===== src/rtl/sols_pkg.sv =====
// Shared types and constants for the self-organizing list search block.
// Used by sols_ctrl, sols_dp and self_organizing_list_search; no dependencies.
`default_nettype none

package sols_pkg;

    localparam int KEY_W  = 32;
    localparam int POS_W  = 6;
    localparam int CMD_W  = 2;
    localparam int MODE_W = 2;

    // Input command codes; the fourth code is unused and gives an all-zero result.
    localparam logic [CMD_W-1:0] CMD_CLEAR  = 2'd0;
    localparam logic [CMD_W-1:0] CMD_APPEND = 2'd1;
    localparam logic [CMD_W-1:0] CMD_SEARCH = 2'd2;

    // Reorder modes; the fourth code behaves like MODE_NONE.
    localparam logic [MODE_W-1:0] MODE_NONE  = 2'd0;
    localparam logic [MODE_W-1:0] MODE_FRONT = 2'd1;
    localparam logic [MODE_W-1:0] MODE_SWAP  = 2'd2;

    typedef enum logic [1:0] {
        S_IDLE,
        S_SCAN,
        S_SHIFT,
        S_FILL
    } t_state;

    typedef enum logic [1:0] {
        POS_ZERO,
        POS_TAG,
        POS_HIT,
        POS_LO
    } t_pos_sel;

    typedef struct packed {
        logic     clear;
        logic     append;
        logic     load_key;
        logic     scan_start;
        logic     scan_run;
        logic     shift_start;
        logic     lo_prev;
        logic     shift_run;
        logic     fill;
        logic     emit;
        logic     emit_found;
        logic     emit_full;
        t_pos_sel pos_sel;
    } t_dp_cmd;

    typedef struct packed {
        logic hit;
        logic scan_miss;
        logic hit_front;
        logic shift_last;
        logic full;
    } t_dp_status;

endpackage

`default_nettype wire


===== src/rtl/sols_ctrl.sv =====
// Sequencer for the self-organizing list search block: command decode,
// scan / shift / fill phases and the reorder mode register. Uses sols_pkg.
`default_nettype none

module sols_ctrl (
    input  wire logic                         i_clk,
    input  wire logic                         i_rst_n,
    input  wire logic                         start,
    input  wire logic [sols_pkg::CMD_W-1:0]   i_cmd,
    input  wire logic                         i_cfg_we,
    input  wire logic [sols_pkg::MODE_W-1:0]  i_cfg_wdata,
    input  wire sols_pkg::t_dp_status         i_status,
    output sols_pkg::t_dp_cmd                 o_cmd,
    output logic                              busy
);

    sols_pkg::t_state            r_state;
    sols_pkg::t_state            n_state;
    logic [sols_pkg::MODE_W-1:0] r_mode;

    always_ff @(posedge i_clk) begin
        if (!i_rst_n) begin
            r_state <= sols_pkg::S_IDLE;
            r_mode  <= sols_pkg::MODE_NONE;
        end else begin
            r_state <= n_state;
            if (i_cfg_we) begin
                r_mode <= i_cfg_wdata;
            end
        end
    end

    always_comb begin
        n_state = r_state;
        o_cmd   = '0;
        unique case (r_state)
            sols_pkg::S_IDLE: begin
                if (start) begin
                    unique case (i_cmd)
                        sols_pkg::CMD_CLEAR: begin
                            o_cmd.clear = 1'b1;
                            o_cmd.emit  = 1'b1;
                        end
                        sols_pkg::CMD_APPEND: begin
                            o_cmd.emit = 1'b1;
                            if (i_status.full) begin
                                o_cmd.emit_full = 1'b1;
                            end else begin
                                o_cmd.append = 1'b1;
                            end
                        end
                        sols_pkg::CMD_SEARCH: begin
                            o_cmd.load_key   = 1'b1;
                            o_cmd.scan_start = 1'b1;
                            n_state          = sols_pkg::S_SCAN;
                        end
                        default: begin
                            o_cmd.emit = 1'b1;
                        end
                    endcase
                end
            end
            sols_pkg::S_SCAN: begin
                o_cmd.scan_run = 1'b1;
                if (i_status.hit) begin
                    if (r_mode == sols_pkg::MODE_FRONT && !i_status.hit_front) begin
                        o_cmd.shift_start = 1'b1;
                        n_state           = sols_pkg::S_SHIFT;
                    end else if (r_mode == sols_pkg::MODE_SWAP && !i_status.hit_front) begin
                        o_cmd.shift_start = 1'b1;
                        o_cmd.lo_prev     = 1'b1;
                        n_state           = sols_pkg::S_SHIFT;
                    end else begin
                        o_cmd.emit       = 1'b1;
                        o_cmd.emit_found = 1'b1;
                        o_cmd.pos_sel    = sols_pkg::POS_TAG;
                        n_state          = sols_pkg::S_IDLE;
                    end
                end else if (i_status.scan_miss) begin
                    o_cmd.emit = 1'b1;
                    n_state    = sols_pkg::S_IDLE;
                end
            end
            sols_pkg::S_SHIFT: begin
                o_cmd.shift_run = 1'b1;
                if (i_status.shift_last) begin
                    n_state = sols_pkg::S_FILL;
                end
            end
            sols_pkg::S_FILL: begin
                // The hit key equals the search key, so the key register refills the hole.
                o_cmd.fill       = 1'b1;
                o_cmd.emit       = 1'b1;
                o_cmd.emit_found = 1'b1;
                o_cmd.pos_sel    = (r_mode == sols_pkg::MODE_FRONT) ? sols_pkg::POS_HIT
                                                                     : sols_pkg::POS_LO;
                n_state          = sols_pkg::S_IDLE;
            end
            default: begin
                n_state = sols_pkg::S_IDLE;
            end
        endcase
    end

    assign busy = (r_state != sols_pkg::S_IDLE);

    a_search_enters_scan: assert property (@(posedge i_clk) disable iff (!i_rst_n)
        (start && !busy && i_cmd == sols_pkg::CMD_SEARCH) |=> (r_state == sols_pkg::S_SCAN))
        else $error("search transfer did not start a scan");

    a_fill_returns_idle: assert property (@(posedge i_clk) disable iff (!i_rst_n)
        (r_state == sols_pkg::S_FILL) |=> (r_state == sols_pkg::S_IDLE))
        else $error("fill phase did not finish the search");

    a_plain_hit_reports: assert property (@(posedge i_clk) disable iff (!i_rst_n)
        (r_state == sols_pkg::S_SCAN && i_status.hit && r_mode == sols_pkg::MODE_NONE)
        |-> (o_cmd.emit && o_cmd.emit_found && !o_cmd.shift_start))
        else $error("hit without reordering did not report at once");

endmodule

`default_nettype wire


===== src/rtl/sols_dp.sv =====
// Datapath of the self-organizing list search block: key memory, fill count,
// scan and shift address counters, compare and result registers. Uses sols_pkg.
`default_nettype none

module sols_dp #(
    parameter int DEPTH = 64
) (
    input  wire logic                               i_clk,
    input  wire logic                               i_rst_n,
    input  wire logic signed [sols_pkg::KEY_W-1:0]  i_key,
    input  wire sols_pkg::t_dp_cmd                  i_cmd,
    output sols_pkg::t_dp_status                    o_status,
    output logic                                    o_valid,
    output logic                                    o_found,
    output logic [sols_pkg::POS_W-1:0]              o_position,
    output logic                                    o_table_full
);

    localparam int AW = $clog2(DEPTH);
    localparam int CW = $clog2(DEPTH + 1);

    logic [sols_pkg::KEY_W-1:0] r_mem [DEPTH];

    logic [CW-1:0]              r_count;
    logic signed [sols_pkg::KEY_W-1:0] r_key;
    logic [AW-1:0]              r_rd_idx;
    logic                       r_issue_on;
    logic                       r_rd_vld;
    logic [AW-1:0]              r_rd_tag;
    logic [sols_pkg::KEY_W-1:0] r_rd_data;
    logic [AW-1:0]              r_hit;
    logic [AW-1:0]              r_lo;
    logic                       r_valid;
    logic                       r_found;
    logic                       r_full;
    logic [sols_pkg::POS_W-1:0] r_pos;

    logic                       rd_en;
    logic                       wr_en;
    logic [AW-1:0]              wr_addr;
    logic [sols_pkg::KEY_W-1:0] wr_data;
    logic [CW-1:0]              count_m1;
    logic [AW-1:0]              last_idx;
    logic                       match;
    logic [AW-1:0]              pos_idx;

    assign count_m1 = r_count - CW'(1);
    assign last_idx = count_m1[AW-1:0];
    assign match    = (r_rd_data == r_key);
    assign rd_en    = r_issue_on && (i_cmd.scan_run || i_cmd.shift_run);

    always_comb begin
        wr_en   = 1'b0;
        wr_addr = '0;
        wr_data = '0;
        priority if (i_cmd.append) begin
            wr_en   = 1'b1;
            wr_addr = r_count[AW-1:0];
            wr_data = i_key;
        end else if (i_cmd.fill) begin
            wr_en   = 1'b1;
            wr_addr = r_lo;
            wr_data = r_key;
        end else if (i_cmd.shift_run && r_rd_vld) begin
            // Each entry read on the way down moves one place toward the back.
            wr_en   = 1'b1;
            wr_addr = r_rd_tag + AW'(1);
            wr_data = r_rd_data;
        end
    end

    always_ff @(posedge i_clk) begin
        if (wr_en) begin
            r_mem[wr_addr] <= wr_data;
        end
        if (rd_en) begin
            r_rd_data <= r_mem[r_rd_idx];
            r_rd_tag  <= r_rd_idx;
        end
    end

    always_ff @(posedge i_clk) begin
        if (!i_rst_n) begin
            r_count    <= '0;
            r_issue_on <= 1'b0;
            r_rd_vld   <= 1'b0;
            r_rd_idx   <= '0;
        end else begin
            if (i_cmd.clear) begin
                r_count <= '0;
            end else if (i_cmd.append) begin
                r_count <= r_count + CW'(1);
            end

            if (i_cmd.scan_start) begin
                r_rd_idx   <= '0;
                r_issue_on <= (r_count != '0);
                r_rd_vld   <= 1'b0;
            end else if (i_cmd.shift_start) begin
                // Reads still in flight from the scan are dropped here.
                r_rd_idx   <= r_rd_tag - AW'(1);
                r_issue_on <= 1'b1;
                r_rd_vld   <= 1'b0;
            end else begin
                r_rd_vld <= rd_en;
                if (rd_en && i_cmd.scan_run) begin
                    if (r_rd_idx == last_idx) begin
                        r_issue_on <= 1'b0;
                    end else begin
                        r_rd_idx <= r_rd_idx + AW'(1);
                    end
                end else if (rd_en) begin
                    if (r_rd_idx == r_lo) begin
                        r_issue_on <= 1'b0;
                    end else begin
                        r_rd_idx <= r_rd_idx - AW'(1);
                    end
                end
            end
        end
    end

    always_ff @(posedge i_clk) begin
        if (i_cmd.load_key) begin
            r_key <= i_key;
        end
        if (i_cmd.shift_start) begin
            r_hit <= r_rd_tag;
            r_lo  <= i_cmd.lo_prev ? (r_rd_tag - AW'(1)) : '0;
        end
    end

    always_comb begin
        unique case (i_cmd.pos_sel)
            sols_pkg::POS_ZERO: pos_idx = '0;
            sols_pkg::POS_TAG:  pos_idx = r_rd_tag;
            sols_pkg::POS_HIT:  pos_idx = r_hit;
            sols_pkg::POS_LO:   pos_idx = r_lo;
            default:            pos_idx = '0;
        endcase
    end

    always_ff @(posedge i_clk) begin
        if (!i_rst_n) begin
            r_valid <= 1'b0;
        end else begin
            r_valid <= i_cmd.emit;
        end
        if (i_cmd.emit) begin
            r_found <= i_cmd.emit_found;
            r_full  <= i_cmd.emit_full;
            r_pos   <= sols_pkg::POS_W'(pos_idx);
        end
    end

    assign o_status.hit        = r_rd_vld && match;
    assign o_status.scan_miss  = (r_count == '0) ||
                                 (r_rd_vld && !match && r_rd_tag == last_idx);
    assign o_status.hit_front  = (r_rd_tag == '0);
    assign o_status.shift_last = r_rd_vld && (r_rd_tag == r_lo);
    assign o_status.full       = (r_count == CW'(DEPTH));

    assign o_valid      = r_valid;
    assign o_found      = r_found;
    assign o_position   = r_pos;
    assign o_table_full = r_full;

    a_count_bounded: assert property (@(posedge i_clk) disable iff (!i_rst_n)
        r_count <= CW'(DEPTH))
        else $error("fill count beyond table depth");

    a_shift_below_hit: assert property (@(posedge i_clk) disable iff (!i_rst_n)
        (i_cmd.shift_run && r_rd_vld) |-> (r_rd_tag < r_hit && r_rd_tag >= r_lo))
        else $error("shift touched an entry outside the moved range");

    a_no_append_when_full: assert property (@(posedge i_clk) disable iff (!i_rst_n)
        i_cmd.append |-> (r_count < CW'(DEPTH)))
        else $error("append written into a full table");

endmodule

`default_nettype wire


===== src/rtl/self_organizing_list_search.sv =====
// Self-organizing list search: clear, append and search over a table of keys.
// Clear and append: result strobe in the cycle after the transfer; busy stays low, so a new item can follow.
// Search: a scan from the front, one memory read per cycle, that stops at the first hit or after the last
// entry; move-to-front and transpose then add a shift phase and a fill. Busy holds off new items meanwhile.
// Results cannot be stalled. Reset clears the fill count and sets reorder mode to none;
// table contents are left undefined and need no clearing pass.
`default_nettype none

module self_organizing_list_search #(
    parameter int DEPTH = 64
) (
    input  wire logic                               i_clk,
    input  wire logic                               i_rst_n,
    input  wire logic                               start,
    output logic                                    busy,
    input  wire logic [sols_pkg::CMD_W-1:0]         i_cmd,
    input  wire logic signed [sols_pkg::KEY_W-1:0]  i_key,
    input  wire logic                               i_cfg_we,
    input  wire logic [sols_pkg::MODE_W-1:0]        i_cfg_wdata,
    output logic                                    o_valid,
    output logic                                    o_found,
    output logic [sols_pkg::POS_W-1:0]              o_position,
    output logic                                    o_table_full
);

    sols_pkg::t_dp_cmd    dp_cmd;
    sols_pkg::t_dp_status dp_status;

    sols_ctrl u_ctrl (
        .i_clk       (i_clk),
        .i_rst_n     (i_rst_n),
        .start       (start),
        .i_cmd       (i_cmd),
        .i_cfg_we    (i_cfg_we),
        .i_cfg_wdata (i_cfg_wdata),
        .i_status    (dp_status),
        .o_cmd       (dp_cmd),
        .busy        (busy)
    );

    sols_dp #(
        .DEPTH (DEPTH)
    ) u_dp (
        .i_clk        (i_clk),
        .i_rst_n      (i_rst_n),
        .i_key        (i_key),
        .i_cmd        (dp_cmd),
        .o_status     (dp_status),
        .o_valid      (o_valid),
        .o_found      (o_found),
        .o_position   (o_position),
        .o_table_full (o_table_full)
    );

endmodule

`default_nettype wire


===== config.mk =====
export PLATFORM = sky130hd
export DESIGN_NAME = self_organizing_list_search
export DESIGN_NICKNAME = d
export VERILOG_FILES = /design/src/rtl/sols_pkg.sv /design/src/rtl/sols_ctrl.sv /design/src/rtl/sols_dp.sv /design/src/rtl/self_organizing_list_search.sv
export SDC_FILE = /design/constraint.sdc
export NUM_CORES = 2
export LEC_CHECK = 0
export ABC_AREA = 0
export BUFFER_PORTS_ARGS = -buffer_cell sky130_fd_sc_hd__buf_2
export CORE_UTILIZATION = 35
export CTS_BUF_LIST = sky130_fd_sc_hd__clkbuf_16
export CTS_CLUSTER_DIAMETER = 60
export CTS_CLUSTER_SIZE = 8
export DETAILED_ROUTE_END_ITERATION = 10
export PLACE_DENSITY = 0.59
export RECOVER_POWER = 25
export SLEW_MARGIN = 20
export SYNTH_ARGS = -nofsm -noshare
export SYNTH_HDL_FRONTEND = slang
export SYNTH_SLANG_ARGS = --single-unit

===== constraint.sdc =====
create_clock -name i_clk -period 4.9 [get_ports i_clk]
set_clock_uncertainty 0.15 [all_clocks]
set_input_delay 0.245 -clock i_clk [delete_from_list [all_inputs] [get_ports i_clk]]
set_output_delay 0.245 -clock i_clk [all_outputs]
set_load 0.01 [all_outputs]

==> results by group <==
Status
  • Status: finished, violations left
  • Failing checks: design-rule violations, max-capacitance violations, max-slew violations

STA
  • Slew Limit Fails: 638
  • Crit path time final: 4.441 ns
  • Setup-failing EPs final: 0
  • Final hold vios: 0
  • Fin worst setup slack: 0.4591 ns
  • Final worst-path cycle share: 90.63%
  • Fmax: 225.2 MHz
  • RSZ-0062 raised after global routing: false
  • Worst-Margin Slew: 2.969 ns
  • Max_slew headroom: -97.95%

Detailed routing
  • DRC Markers: 24
  • Routed met2 length: 104.9 mm
  • First DRT Iteration DRCs: 4810
  • WL/cell: 30.14 microns
  • Wire length on met3: 16.07 mm
  • Met1 WL: 93.86 mm
  • Antenna Nets Post-Route: 0
  • Pre-antenna DRT Iters: 8
  • Top Metal Used: met4
  • Final WL: 220.5 mm
  • Vias per cell: 5.522
  • Vias: 40401

Global routing
  • Gr usage total: 18.24%
  • Pin count of the biggest net entering global routing: 65
  • First-pass GRT wire length: 313.4 mm
  • Vias in the first global route: 41168
  • Antenna violations before repair: 26
  • Global route total overflow: 0

Yosys
  • Asr flop ratio synth: 0%
  • Synth Flop Type: edfxtp_1
  • Synth Instances: 3589
  • Post-Syn Area per Cell: 23.33 sq um
  • Post-synth top area cell: edfxtp_1
  • Yosys cell types: 60
  • Mapped Area: 83720 sq um
  • EDFF count, synth: 2138
  • Register area share after synthesis: 77.16%
  • Largest cells by area after synthesis: edfxtp_1, mux4_2, xor2_1
  • Top-count cell post-synth: edfxtp_1
  • Syn nets: 3644
  • Yosys warnings: 0
  • Synthesized flop and latch total: 2158
  • Post-synth top area share: 76.68%
  • Commonest cells post-synth: edfxtp_1, mux4_2, nor2_1

Worst setup path
  • CP Cell Sequence: ha_1, inv_1, and3_1, buf_4, a22oi_1, o21ai_0, clkbuf_2
  • CP max FO: 35
  • Critical Path Sink Type: flip-flop
  • WP data arrival: 4.97 ns
  • Crit path kind: reg -> reg
  • CP startpoint kind: flip-flop
  • CP Buf/Inv Count: 3
  • CP required: 5.43 ns
  • Crit path max-delay family: compound AO/OA/AOI/OAI gates
  • Crit-path slowest cell: o21ai_0
  • CP peak stage delay: 1.61 ns

Power and ir drop
  • VDD IR max: 263.7 uV
  • Lkg Pwr: 30.03 nW
  • Pwr dens: 403.4 nW/um^2

Clock tree
  • CTS buffer count: 321
  • Clk Latency, worst-skew pair: 0.91 ns
  • Reg clk slew, reported paths: 0.05 ns
  • CTS Root Cell: clkbuf_16
  • CTS tree: yes
  • Clock buffer depth: 4
  • Cts repair resizes: 0
  • Clock sinks: 2158
  • # H-tree levels: 5

Layout
  • Final Util: 41.90%
  • Synth-to-Final Area Change: 19.03%
  • Fill cells: 20409
  • Share of cells above drive strength 1: 32.39%
  • Layout Nets: 4153

Floorplanning
  • Row cnt: 179
  • Die Area: 241200 sq um
  • IO Pins: 50
  • Starting density of the core: 35.20%
  • CORE AREA: 237900 sq um
  • Chip height: 491.1 microns
  • Die X: 491.1 microns

Place
  • Place WS: 0.8924 ns
  • DP HPWL: 134.8 mm
  • Placer Congestion: 0.8486
  • Port buffer count: 49

Worst hold path
  • Hold WC Path Type: in -> reg

Flow run
  • MaxCap Viol Count: 25
==> layout by cell type (no fill, tap or decap), drive strengths merged, types with 15 or more instances in the layout <==
master / instances
a21oi: 36
inv: 47
nor2b: 33
clkbuf: 381
nor2: 94
dfxtp: 20
nand3: 15
nand2: 67
buf: 262
edfxtp: 2138
a211oi: 37
mux2i: 37
o21ai: 48
mux4: 641
a22oi: 33
dlygate4sd3: 69
xor2: 52
xnor2: 26
==> worst reg2reg max path, cell delays in order (launching register included) <==
cell and delay [ns]:
dfxtp_1 0.33, ha_1 0.22, inv_1 0.29, and3_1 0.40
buf_4 0.48, a22oi_1 0.20, o21ai_0 1.61, clkbuf_2 0.53
==> sequential cells by signal, indices dropped and copies added, names as in the netlist, named ones only <==
| register | cells |
|---|---|
| u_dp.o_valid | 1 |
| u_dp.r_lo | 6 |
| u_dp.r_rd_data | 32 |
| u_dp.r_issue_on | 1 |
| u_dp.o_found | 1 |
| u_dp.r_key | 32 |
| u_dp.r_mem | 2048 |
| u_ctrl.r_state | 1 |
| u_dp.r_rd_idx | 6 |
| u_dp.r_hit | 6 |
| u_ctrl.r_mode | 2 |
| u_dp.r_rd_tag | 6 |
| u_dp.r_rd_vld | 1 |
| u_dp.o_position | 6 |
| u_dp.r_count | 7 |
| u_dp.o_table_full | 1 |
==> cell families after synthesis <==
group                    after synthesis  share of synthesized area (%)
AO/OA/AOI/OAI                        186                          1.469
adder cells (fa/ha/maj)               15                         0.2331
buffers and inverters                212                          1.100
flip-flops                          2158                          77.16
XOR/XNOR                              79                         0.8533
AND/OR/NAND/NOR                      258                          1.457
multiplexers                         681                          17.73
==> cell type report <==
type	instances	area, sq um	area share (%)
well taps	3167	3963	3.976
repair buffers	381	3714	3.726
clock inverters	34	176.4	0.1770
diodes	9	22.52	0.02260
clock buffers	331	8283	8.312
flip-flops and latches	2158	64610	64.84
inverters	17	63.81	0.06403
multi-input cells	1219	18820	18.88
==> path summary, 6_finish.rpt <==
path,from,end,slack (ns),cells after the start
worst min register to register,u_dp.r_count[6],u_dp.r_count[6],0.43,2
worst min-delay path,i_rst_n,u_dp.r_issue_on,0.08,4
worst max register to register,u_ctrl.r_state[0],u_dp.r_mem[22][11],0.46,7
worst max-delay path,u_ctrl.r_state[0],u_dp.r_mem[22][11],0.46,7
==> power by group <==
| group | switching (W) | total, W | internal, W |
|---|---|---|---|
| sequential | 0.0000346 | 0.0203 | 0.0203 |
| clock | 0.00723 | 0.0190 | 0.0118 |
| combinational | 0.000549 | 0.000835 | 0.000285 |
| total | 0.00782 | 0.0402 | 0.0324 |
==> through the flow <==
step                      TNS [ns]  cells  cell area (sq um)  hold WS, ns  power, W
after floorplan             -5.250   3589              83720       0.1939   0.02106
final                            0   7316              99650      0.08296   0.04020
after global placement           0   6864              90580       0.2985   0.02142
after CTS                        0   7298              99730      0.01546   0.04056
after detailed placement         0   6864              90580       0.2976   0.02144
after global routing             0   7310              99640      0.06428   0.04130
==> timing repair <==
item / in CTS / in global routing
setup buffers: 0 / 0
hold buffers: 69 / 0
hold endpoints to repair: 829 / 0
==> metal layers <==
| metal | GRT usage [%] | vias to the layer above |
|---|---|---|
| li1 | - | 16294 |
| met1 | 26.14 | 22039 |
| met2 | 28.49 | 1731 |
| met3 | 3.205 | 337 |
| met4 | 5.394 | 0 |
| met5 | 0 | - |
Power figures use the tool's default switching activity.
